===== src/ufd_pkg.sv =====
`default_nettype none
package ufd_pkg;

  localparam int unsigned ByteW = 8;
  localparam int unsigned CfgIdxW = 8;

  typedef logic [ByteW-1:0] byte_t;
  typedef logic [CfgIdxW-1:0] cfg_idx_t;

  // register indexes on the configuration channel
  localparam cfg_idx_t REG_FIRST_HEADER = cfg_idx_t'(0);
  localparam cfg_idx_t REG_SECOND_HEADER = cfg_idx_t'(1);
  localparam cfg_idx_t REG_MAX_FRAME_LEN = cfg_idx_t'(2);

  localparam byte_t FIRST_HEADER_RST = 8'hAA;
  localparam byte_t SECOND_HEADER_RST = 8'h55;
  localparam byte_t MAX_FRAME_LEN_RST = 8'd149;

  // lengths at or below this are rejected; also the offset of the first body byte
  localparam byte_t HDR_BYTES = 8'd3;

  typedef enum logic [1:0] {
    PH_HUNT = 2'd0,
    PH_HDR2 = 2'd1,
    PH_LEN  = 2'd2,
    PH_BODY = 2'd3
  } phase_t;

  typedef struct packed {
    logic  is_end;
    byte_t body_byte;
    byte_t byte_offset;
    byte_t frame_len;
    logic  checksum_ok;
  } result_t;

endpackage
`default_nettype wire


===== src/ufd_if.sv =====
`default_nettype none
interface ufd_byte_if;
  import ufd_pkg::*;
  logic  valid;
  logic  ready;
  byte_t rx_byte;
  modport source (output valid, output rx_byte, input ready);
  modport sink (input valid, input rx_byte, output ready);
endinterface

interface ufd_result_if;
  import ufd_pkg::*;
  logic  valid;
  logic  ready;
  logic  is_end;
  byte_t body_byte;
  byte_t byte_offset;
  byte_t frame_len;
  logic  checksum_ok;
  modport source (output valid, output is_end, output body_byte, output byte_offset,
                  output frame_len, output checksum_ok, input ready);
  modport sink (input valid, input is_end, input body_byte, input byte_offset,
                input frame_len, input checksum_ok, output ready);
endinterface

interface ufd_cfg_if;
  import ufd_pkg::*;
  logic     valid;
  logic     ready;
  cfg_idx_t idx;
  byte_t    data;
  modport source (output valid, output idx, output data, input ready);
  modport sink (input valid, input idx, input data, output ready);
endinterface
`default_nettype wire


===== src/uart_frame_deframer_xor.sv =====
`default_nettype none
// Channel    Port     Dir  Payload
// bytes in   in_ch    in   rx_byte
// results    out_ch   out  is_end, body_byte, byte_offset, frame_len, checksum_ok
// registers  cfg_ch   in   idx (0 first header, 1 second header, 2 max length), data
//
// One byte is taken per cycle; its result, if any, shows in the result register
// on the next cycle. The only stall is that register: while it holds a result
// that is not taken, in_ch.ready is low. The configuration channel is always ready.
// Synchronous active-low reset restores the register defaults and returns to hunting.
module uart_frame_deframer_xor (
  input  wire logic   clk,
  input  wire logic   rst_n,
  ufd_byte_if.sink    in_ch,
  ufd_result_if.source out_ch,
  ufd_cfg_if.sink     cfg_ch
);
  import ufd_pkg::*;

  byte_t   first_hdr_r, second_hdr_r, max_len_r;
  phase_t  phase_r, phase_nxt;
  byte_t   len_r, len_nxt;
  byte_t   pos_r, pos_nxt;
  byte_t   xor_r, xor_nxt;
  logic    out_valid_r;
  result_t res_r, res_nxt;
  logic    res_fire;
  logic    in_xfer;
  logic    last_byte;
  byte_t   b;

  assign in_ch.ready  = !out_valid_r || out_ch.ready;
  assign in_xfer      = in_ch.valid && in_ch.ready;
  assign cfg_ch.ready = 1'b1;
  assign b            = in_ch.rx_byte;
  assign last_byte    = ({1'b0, pos_r} + 9'd1) >= {1'b0, len_r};

  always_ff @(posedge clk) begin
    if (!rst_n) begin
      first_hdr_r  <= FIRST_HEADER_RST;
      second_hdr_r <= SECOND_HEADER_RST;
      max_len_r    <= MAX_FRAME_LEN_RST;
    end else if (cfg_ch.valid) begin
      case (cfg_ch.idx)
        REG_FIRST_HEADER:  first_hdr_r  <= cfg_ch.data;
        REG_SECOND_HEADER: second_hdr_r <= cfg_ch.data;
        REG_MAX_FRAME_LEN: max_len_r    <= cfg_ch.data;
        default: ;
      endcase
    end
  end

  always_comb begin
    phase_nxt = phase_r;
    len_nxt   = len_r;
    pos_nxt   = pos_r;
    xor_nxt   = xor_r;
    res_fire  = 1'b0;
    res_nxt   = '{is_end: 1'b0, body_byte: b, byte_offset: pos_r,
                  frame_len: len_r, checksum_ok: 1'b0};
    case (phase_r)
      PH_HUNT: begin
        if (b == first_hdr_r) begin
          xor_nxt   = b;
          phase_nxt = PH_HDR2;
        end
      end
      PH_HDR2: begin
        if (b == second_hdr_r) begin
          xor_nxt   = xor_r ^ b;
          phase_nxt = PH_LEN;
        end else begin
          phase_nxt = PH_HUNT;
        end
      end
      PH_LEN: begin
        if (b <= HDR_BYTES || b > max_len_r) begin
          phase_nxt = PH_HUNT;
        end else begin
          len_nxt   = b;
          xor_nxt   = xor_r ^ b;
          pos_nxt   = HDR_BYTES;
          phase_nxt = PH_BODY;
        end
      end
      PH_BODY: begin
        res_fire = 1'b1;
        if (last_byte) begin
          res_nxt.is_end      = 1'b1;
          res_nxt.body_byte   = '0;
          res_nxt.checksum_ok = (b == xor_r);
          phase_nxt = PH_HUNT;
          len_nxt   = '0;
          pos_nxt   = '0;
          xor_nxt   = '0;
        end else begin
          xor_nxt = xor_r ^ b;
          pos_nxt = pos_r + 8'd1;
        end
      end
      default: phase_nxt = PH_HUNT;
    endcase
  end

  always_ff @(posedge clk) begin
    if (!rst_n) begin
      phase_r <= PH_HUNT;
      len_r   <= '0;
      pos_r   <= '0;
      xor_r   <= '0;
    end else if (in_xfer) begin
      phase_r <= phase_nxt;
      len_r   <= len_nxt;
      pos_r   <= pos_nxt;
      xor_r   <= xor_nxt;
    end
  end

  // result register: load on a producing transfer, drop once taken
  always_ff @(posedge clk) begin
    if (!rst_n) begin
      out_valid_r <= 1'b0;
    end else if (in_ch.ready) begin
      out_valid_r <= in_xfer && res_fire;
    end
  end

  always_ff @(posedge clk) begin
    if (in_xfer && res_fire) begin
      res_r <= res_nxt;
    end
  end

  assign out_ch.valid       = out_valid_r;
  assign out_ch.is_end      = res_r.is_end;
  assign out_ch.body_byte   = res_r.body_byte;
  assign out_ch.byte_offset = res_r.byte_offset;
  assign out_ch.frame_len   = res_r.frame_len;
  assign out_ch.checksum_ok = res_r.checksum_ok;

  a_end_to_hunt: assert property (@(posedge clk) disable iff (!rst_n)
    (in_xfer && phase_r == PH_BODY && last_byte) |=> (phase_r == PH_HUNT))
    else $error("frame end did not return to hunting");

  a_body_bounds: assert property (@(posedge clk) disable iff (!rst_n)
    (phase_r == PH_BODY) |-> (len_r > HDR_BYTES && pos_r >= HDR_BYTES && pos_r < len_r))
    else $error("body position out of frame bounds");

  a_result_offset: assert property (@(posedge clk) disable iff (!rst_n)
    out_valid_r |-> (res_r.byte_offset >= HDR_BYTES && res_r.byte_offset < res_r.frame_len))
    else $error("result offset outside frame");

  a_body_no_ok: assert property (@(posedge clk) disable iff (!rst_n)
    (out_valid_r && !res_r.is_end) |-> !res_r.checksum_ok)
    else $error("checksum flag set on body result");

endmodule
`default_nettype wire


===== src/flat_wrapper.sv =====
// flat-port wrapper written by rule: the top's interface ports become plain ports
module uart_frame_deframer_xor_flat import ufd_pkg::*;
  (clk, rst_n, in_ch_valid, in_ch_rx_byte, in_ch_ready, out_ch_valid, out_ch_is_end, out_ch_body_byte, out_ch_byte_offset, out_ch_frame_len, out_ch_checksum_ok, out_ch_ready, cfg_ch_valid, cfg_ch_idx, cfg_ch_data, cfg_ch_ready);
  ufd_byte_if in_ch_i ();
  ufd_result_if out_ch_i ();
  ufd_cfg_if cfg_ch_i ();
  input  wire logic clk;
  input  wire logic rst_n;
  input wire logic [$bits(in_ch_i.valid)-1:0] in_ch_valid;
  input wire logic [$bits(in_ch_i.rx_byte)-1:0] in_ch_rx_byte;
  output wire logic [$bits(in_ch_i.ready)-1:0] in_ch_ready;
  output wire logic [$bits(out_ch_i.valid)-1:0] out_ch_valid;
  output wire logic [$bits(out_ch_i.is_end)-1:0] out_ch_is_end;
  output wire logic [$bits(out_ch_i.body_byte)-1:0] out_ch_body_byte;
  output wire logic [$bits(out_ch_i.byte_offset)-1:0] out_ch_byte_offset;
  output wire logic [$bits(out_ch_i.frame_len)-1:0] out_ch_frame_len;
  output wire logic [$bits(out_ch_i.checksum_ok)-1:0] out_ch_checksum_ok;
  input wire logic [$bits(out_ch_i.ready)-1:0] out_ch_ready;
  input wire logic [$bits(cfg_ch_i.valid)-1:0] cfg_ch_valid;
  input wire logic [$bits(cfg_ch_i.idx)-1:0] cfg_ch_idx;
  input wire logic [$bits(cfg_ch_i.data)-1:0] cfg_ch_data;
  output wire logic [$bits(cfg_ch_i.ready)-1:0] cfg_ch_ready;
  assign in_ch_i.valid = in_ch_valid;
  assign in_ch_i.rx_byte = in_ch_rx_byte;
  assign in_ch_ready = in_ch_i.ready;
  assign out_ch_valid = out_ch_i.valid;
  assign out_ch_is_end = out_ch_i.is_end;
  assign out_ch_body_byte = out_ch_i.body_byte;
  assign out_ch_byte_offset = out_ch_i.byte_offset;
  assign out_ch_frame_len = out_ch_i.frame_len;
  assign out_ch_checksum_ok = out_ch_i.checksum_ok;
  assign out_ch_i.ready = out_ch_ready;
  assign cfg_ch_i.valid = cfg_ch_valid;
  assign cfg_ch_i.idx = cfg_ch_idx;
  assign cfg_ch_i.data = cfg_ch_data;
  assign cfg_ch_ready = cfg_ch_i.ready;
  uart_frame_deframer_xor u_core (.clk(clk), .rst_n(rst_n), .in_ch(in_ch_i), .out_ch(out_ch_i), .cfg_ch(cfg_ch_i));
endmodule

===== config.mk =====
export PLATFORM = sky130hd
export DESIGN_NAME = uart_frame_deframer_xor_flat
export DESIGN_NICKNAME = d
export VERILOG_FILES = /design/src/ufd_pkg.sv /design/src/ufd_if.sv /design/src/uart_frame_deframer_xor.sv /design/src/flat_wrapper.sv
export SDC_FILE = /design/constraint.sdc
export NUM_CORES = 1
export LEC_CHECK = 0
export BUFFER_PORTS_ARGS = -buffer_cell sky130_fd_sc_hd__buf_2
export CAP_MARGIN = 20
export CORE_ASPECT_RATIO = 2
export CORE_MARGIN = 2
export CORE_UTILIZATION = 57
export DETAILED_ROUTE_END_ITERATION = 6
export PLACE_DENSITY = 0.88
export SKIP_LAST_GASP = 1
export SLEW_MARGIN = 15
export SYNTH_ARGS = -nofsm -noshare
export SYNTH_HDL_FRONTEND = slang
export SYNTH_SLANG_ARGS = --single-unit

===== constraint.sdc =====
create_clock -name clk -period 3.6 [get_ports clk]
set_clock_uncertainty 0.05 [all_clocks]
set_input_delay 0.54 -clock clk [delete_from_list [all_inputs] [get_ports clk]]
set_output_delay 0.54 -clock clk [all_outputs]
set_load 0.02 [all_outputs]

# Word level (Yosys, flattened, before mapping)
# Cells that the tools add are included.
# totals
ff_bits,77
latchBits,0
mem_bits_rw,0
rom_bits,0
inputBits,29
elab_cells,66
mem_count,0
# classes
addsub,2
mul,0
n_div,0
order_cmp,3
eq_ne,12
shifts,0
muxes,19
bitwise,1
n_reduce_logical,16
# ops
operator,count
8-bit two-way mux,9
8-bit one-hot mux with 2 select lines,2
8-bit one-hot mux with 4 select lines,1
8-bit equality test,3
"8-bit by 1-bit adder with 9-bit output, second input constant",1
9-bit by 8-bit greater-or-equal comparator with 1-bit output,1
9-bit two-way mux,1
"8-bit by 1-bit adder with 8-bit output, second input constant",1
"8-bit by 1-bit equality test with 1-bit output, second input constant",1
"8-bit by 2-bit equality test with 1-bit output, second input constant",1
8-bit > comparator,1
"8-bit by 2-bit less-or-equal comparator with 1-bit output, second input constant",1
8-bit zero test,1
2-bit two-way mux,4
2-bit one-hot mux with 4 select lines,1
2-bit AND reduction,4
4-bit AND reduction,2
8-bit bitwise XOR,1
"2-bit by 1-bit != test with 1-bit output, second input constant",3
3-bit AND reduction,2
"2-bit equality test, second input constant",2
"2-bit by 1-bit equality test with 1-bit output, second input constant",1
1-bit logical AND,2
2-bit zero test,1
5 further kinds,6

# Depth between registers and ports, before layout
# logic_depth
ltp_word,4
ltp_mapped,12
mapped_depth_nobuf,11

# Least setup slack after synthesis
# OpenSTA, ideal clock, no wires.
# synth_timing
kind,reg-to-reg
startpoint,reg u_core.pos_r[0]
endpoint,reg u_core.pos_r[4]
setup_time_ps,96
arrival_time_ps,2921
path_slack_ps,533
stages_incl_launch_ff,12
synth_period_minus_slack_ps,3067
path_cell_list,dfxtp_1 ha_1 nand3_1 nor2_2 xor2_1 ha_1 and3_1 a221o_1 a31oi_4 nand3_2 or3_1 o41ai_2
# synth_between
elab_chain_len,4
elab_cells_between_ends,5
# synth_lines
item,line_no,rtl
from (decl),uart_frame_deframer_xor.sv:23,"byte_t pos_r, pos_nxt;"
from (signal assigned),uart_frame_deframer_xor.sv:114,pos_r <= pos_nxt;
8-bit by 1-bit adder with 9-bit output,uart_frame_deframer_xor.sv:36,"assign last_byte = ({1'b0, pos_r} + 9'd1) >= {1'b0, len_r};"
9-bit by 8-bit greater-or-equal comparator with 1-bit output,uart_frame_deframer_xor.sv:36,
8-bit two-way mux *,uart_frame_deframer_xor.sv:88,if (last_byte) begin
8-bit one-hot mux with 2 select lines *,uart_frame_deframer_xor.sv:61,case (phase_r)
# Every way passes the cells marked *; elsewhere a longest branch is shown, timed or not.
# A chain may end at the register's enable or synchronous reset.

# Final worst setup path
# layout_timing
startpoint,reg u_core.pos_r[4]
endpoint,reg u_core.pos_r[3]
# layout_between
elab_chain_len,4
# layout_lines
item,line_no
8-bit by 1-bit adder with 9-bit output,uart_frame_deframer_xor.sv:36
9-bit by 8-bit greater-or-equal comparator with 1-bit output,uart_frame_deframer_xor.sv:36
8-bit two-way mux,uart_frame_deframer_xor.sv:88
8-bit one-hot mux with 2 select lines,uart_frame_deframer_xor.sv:61
# No other way between the ends.

==> results.tsv <==
stage	metric	value	unit
placed_design	HPWL Detailed	7081	um
sta	Final setup viols	0	
synth	warnings from Yosys	0	
drt	drt drc	0	
floorplanning	Site Rows	43	
critical_path	critical-path maximum fanout	7	
critical_path	Crit Path Class	flip-flop to flip-flop	
floorplanning	die width	63.30	um
placed_design	IO buf count	56	
clocking	clock sink count	77	
sta	Final TNS setup	0	ns
critical_path	CP bufs+invs	0	
sta	Final min period	3.329	ns
power_and_ir_drop	P per Cell Area	425.9	mW/mm2
layout	nets	492	
drt	drt via density	5.946	
clocking	root buf cell	clkbuf_16	
layout	layout cells sized above 1	0.2260	
critical_path	Largest stage delay, worst path	0.50	ns
drt	First-pass DRT Iterations	4	
synth	Yosys cell types	60	
grt	vias in the first global route	3232	
synth	Post-Synthesis Cells	392	
grt	grt met1 use	0.2476	
drt	DRT Wirelength	9452	um
sta	relative slew slack	0.4741	
sta	fmax	300.4	MHz
sta	Final Max Tran Viols	0	
layout	n_diodes	0	
grt	all-layer global routing usage	0.2603	
synth	Avg Inst Size Synth	10.23	um2
critical_path	worst path cell trace	nand2_1 > nor2_1 > nand3_1 > xnor2_1 > ha_1 > and3_1 > a221o_1 > a31oi_4 > nand3_2 > or3_1 > o41ai_2	
drt	DR iter-0 viols	197	
placed_design	RD Place Congestion	0.9398	
synth	ys async rst share	0	
floorplanning	Die ar.	0.007761	mm2
grt	GRT met2 Usage	0.4754	
clocking	TritonCTS buffer count	9	
sta	final hold violation count	0	
synth	Mapped Nets	442	
synth	sequential share of the synthesized area	0.4494	
grt	initial antenna violation count	0	
grt	largest net degree at the start of global routing	30	
clocking	post-CTS setup buffers	0	
sta	hold slack	0.4095	ns
drt	via count	3193	
floorplanning	DIE HEIGHT	122.6	um
clocking	CTS Buffer Depth	2	
clocking	clk_lat worst skew	0.34	ns
synth	register bit total from synthesis	77	
critical_path	CP Launch Type	flip-flop	
critical_path	CP max-delay cell	or3_1	
power_and_ir_drop	Pleak	1.974	nW
sta	unrepaired setup endpoints after global routing	no	
floorplanning	core area	0.006887	mm2
sta	Tcrit/Tclk final	0.9248	
critical_path	delay-heaviest family, CP	simple AND/OR/NAND/NOR gates	
grt	GR Util met3	0.05225	
grt	first-pass GRT wire length	15370	um
run	MaxCap Viol Count	0	
synth	Post-synth EDFFs	26	
grt	gr busiest metal	met2	
floorplanning	# IOs	58	
drt	Antenna Nets Post-Route	0	
clocking	H-tree levels	3	
synth	Syn Std Cell Area	0.004009	mm2
outcome	status	completed	
drt	wire per inst	17.60	um
clocking	CTS tree	yes	
power_and_ir_drop	Worst VDD drop	0.0004715	V
floorplanning	Starting Density	0.5821	
clocking	Reg clk slew, reported paths	0.06	ns
grt	GRT overflow	0	
layout	area grow syn2layout	17.07	%
min_path	Hold WC Path Type	primary input to flip-flop	
critical_path	Critical Path Sink Type	flip-flop	
critical_path	WP data arrival	3.52	ns
layout	number of fill cells	544	
sta	Slew @ Worst Pin	0.7846	ns
critical_path	CP required	3.79	ns
synth	Most used DFF post-synth	dfxtp_1	
[path summary, 6_finish.rpt]
kind,start,to,slack (ns),depth (start not counted)
min reg2reg,u_core.len_r[6],u_core.out_ch.frame_len[6],0.42,0
max,u_core.pos_r[4],u_core.pos_r[3],0.27,11
min,cfg_ch_data[4],u_core.second_hdr_r[4],0.41,3
max reg2reg,u_core.pos_r[4],u_core.pos_r[3],0.27,11
[report_power, final]
group	switching (W)	leakage (nW)	total [W]	internal, W
registers	0.000000605	0.659	0.000895	0.000895
clock network	0.000344	0.171	0.00101	0.000667
logic	0.0000611	1.14	0.0000924	0.0000313
[worst reg2reg max path: stages (launching register included)]
cell and delay [ns]:
dfxtp_1 0.48, nand2_1 0.12, nor2_1 0.28, nand3_1 0.14, xnor2_1 0.24, ha_1 0.29, and3_1 0.21, a221o_1 0.36
a31oi_4 0.18, nand3_2 0.17, or3_1 0.50, o41ai_2 0.21
[per-layer routing]
| metal | share of wire | routed length [um] |
|---|---|---|
| met2 | 0.56 | 5286 |
| met3 | 0.044 | 420 |
| met5 | 0 | 0 |
| met4 | 0.064 | 609 |
| met1 | 0.33 | 3134 |
[registers in the layout, indices dropped and copies added, names as in the netlist]
register and cells:
u_core.first_hdr_r 8, u_core.out_ch.is_end 1, u_core.second_hdr_r 8, u_core.xor_r 8, u_core.len_r 8, u_core.out_ch.checksum_ok 1, u_core.out_ch.frame_len 8, u_core.out_ch.byte_offset 8
u_core.pos_r 8, u_core.out_ch.valid 1, u_core.phase_r 2, u_core.out_ch.body_byte 8, u_core.max_len_r 8
[kinds of logic (layout without fill, tap and decap cells)]
group / Yosys count / in the layout / share of synthesized area
and+or+nand+nor: 101 / 101 / 0.1305
AOI/OAI and AO/OA: 87 / 87 / 0.1729
DFF: 77 / 77 / 0.4494
buffers and inverters: 51 / 106 / 0.05524
xor gates and xnor gates: 30 / 30 / 0.06554
muxes: 24 / 24 / 0.05992
adders and majority gates: 21 / 21 / 0.06554
other: 1 / 1 / 0.0009354
[through the flow]
| step | setup slack, ns | util | cells | power, W | cell area, um2 |
|---|---|---|---|---|---|
| finish | 0.2709 | 0.6815 | 537 | 0.001999 | 4693 |
| global route | 0.04547 | 0.6815 | 537 | 0.002053 | 4693 |
| CTS | 0.1709 | 0.6791 | 537 | 0.002001 | 4677 |
| detailed placement | 0.2097 | 0.6294 | 521 | 0.001004 | 4334 |
| global placement | 0.3368 | 0.6294 | 521 | 0.001001 | 4334 |
| floorplan | 0.5329 | - | 392 | 0.0009697 | 4009 |
[cells in the mapped netlist (5+ instances only)]
cell type / count / area share
clkbuf_1: 12 / 0.011
buf_2: 6 / 0.0075
dfxtp_1: 51 / 0.25
ha_1: 21 / 0.066
nand2_1: 33 / 0.031
a22o_1: 8 / 0.017
nor4_1: 5 / 0.0078
a21oi_1: 15 / 0.019
xor2_1: 19 / 0.042
nand3_1: 5 / 0.0062
a31oi_1: 9 / 0.014
nand4_1: 7 / 0.011
mux2i_1: 24 / 0.060
xnor2_1: 11 / 0.024
o211ai_1: 5 / 0.0094
and2_1: 5 / 0.0078
nor2_1: 22 / 0.021
o21bai_1: 8 / 0.015
inv_1: 27 / 0.025
edfxtp_1: 26 / 0.19
a31o_2: 8 / 0.017
a41oi_1: 6 / 0.013
[cell usage in the layout, fill, tap and decap left out, types with 10 or more instances in the layout]
cell,netlist,final
nand2_1,33,33
mux2i_1,24,24
xnor2_1,11,11
dfxtp_1,51,51
ha_1,21,21
a21oi_1,15,15
edfxtp_1,26,26
inv_1,27,27
buf_2,6,56
nor2_1,22,22
clkbuf_16,0,10
xor2_1,19,19
[final cells by class]
| cell class | instances | area, um2 | area share |
|---|---|---|---|
| Clock buffer | 11 | 264.0 | 0.05625 |
| Clock inverter | 5 | 78.83 | 0.01680 |
| Inverter | 27 | 101.3 | 0.02159 |
| Multi-Input combinational cell | 264 | 2002 | 0.4266 |
| Sequential cell | 77 | 1802 | 0.3839 |
| Tap cell | 90 | 112.6 | 0.02399 |
| Timing Repair Buffer | 63 | 332.8 | 0.07091 |
[repair_timing]
action	in CTS	in global routing
gates resized for setup	0	3
endpoints found under the setup margin	0	11
hold buffers	0	0
(Power assumes the default switching activity.)
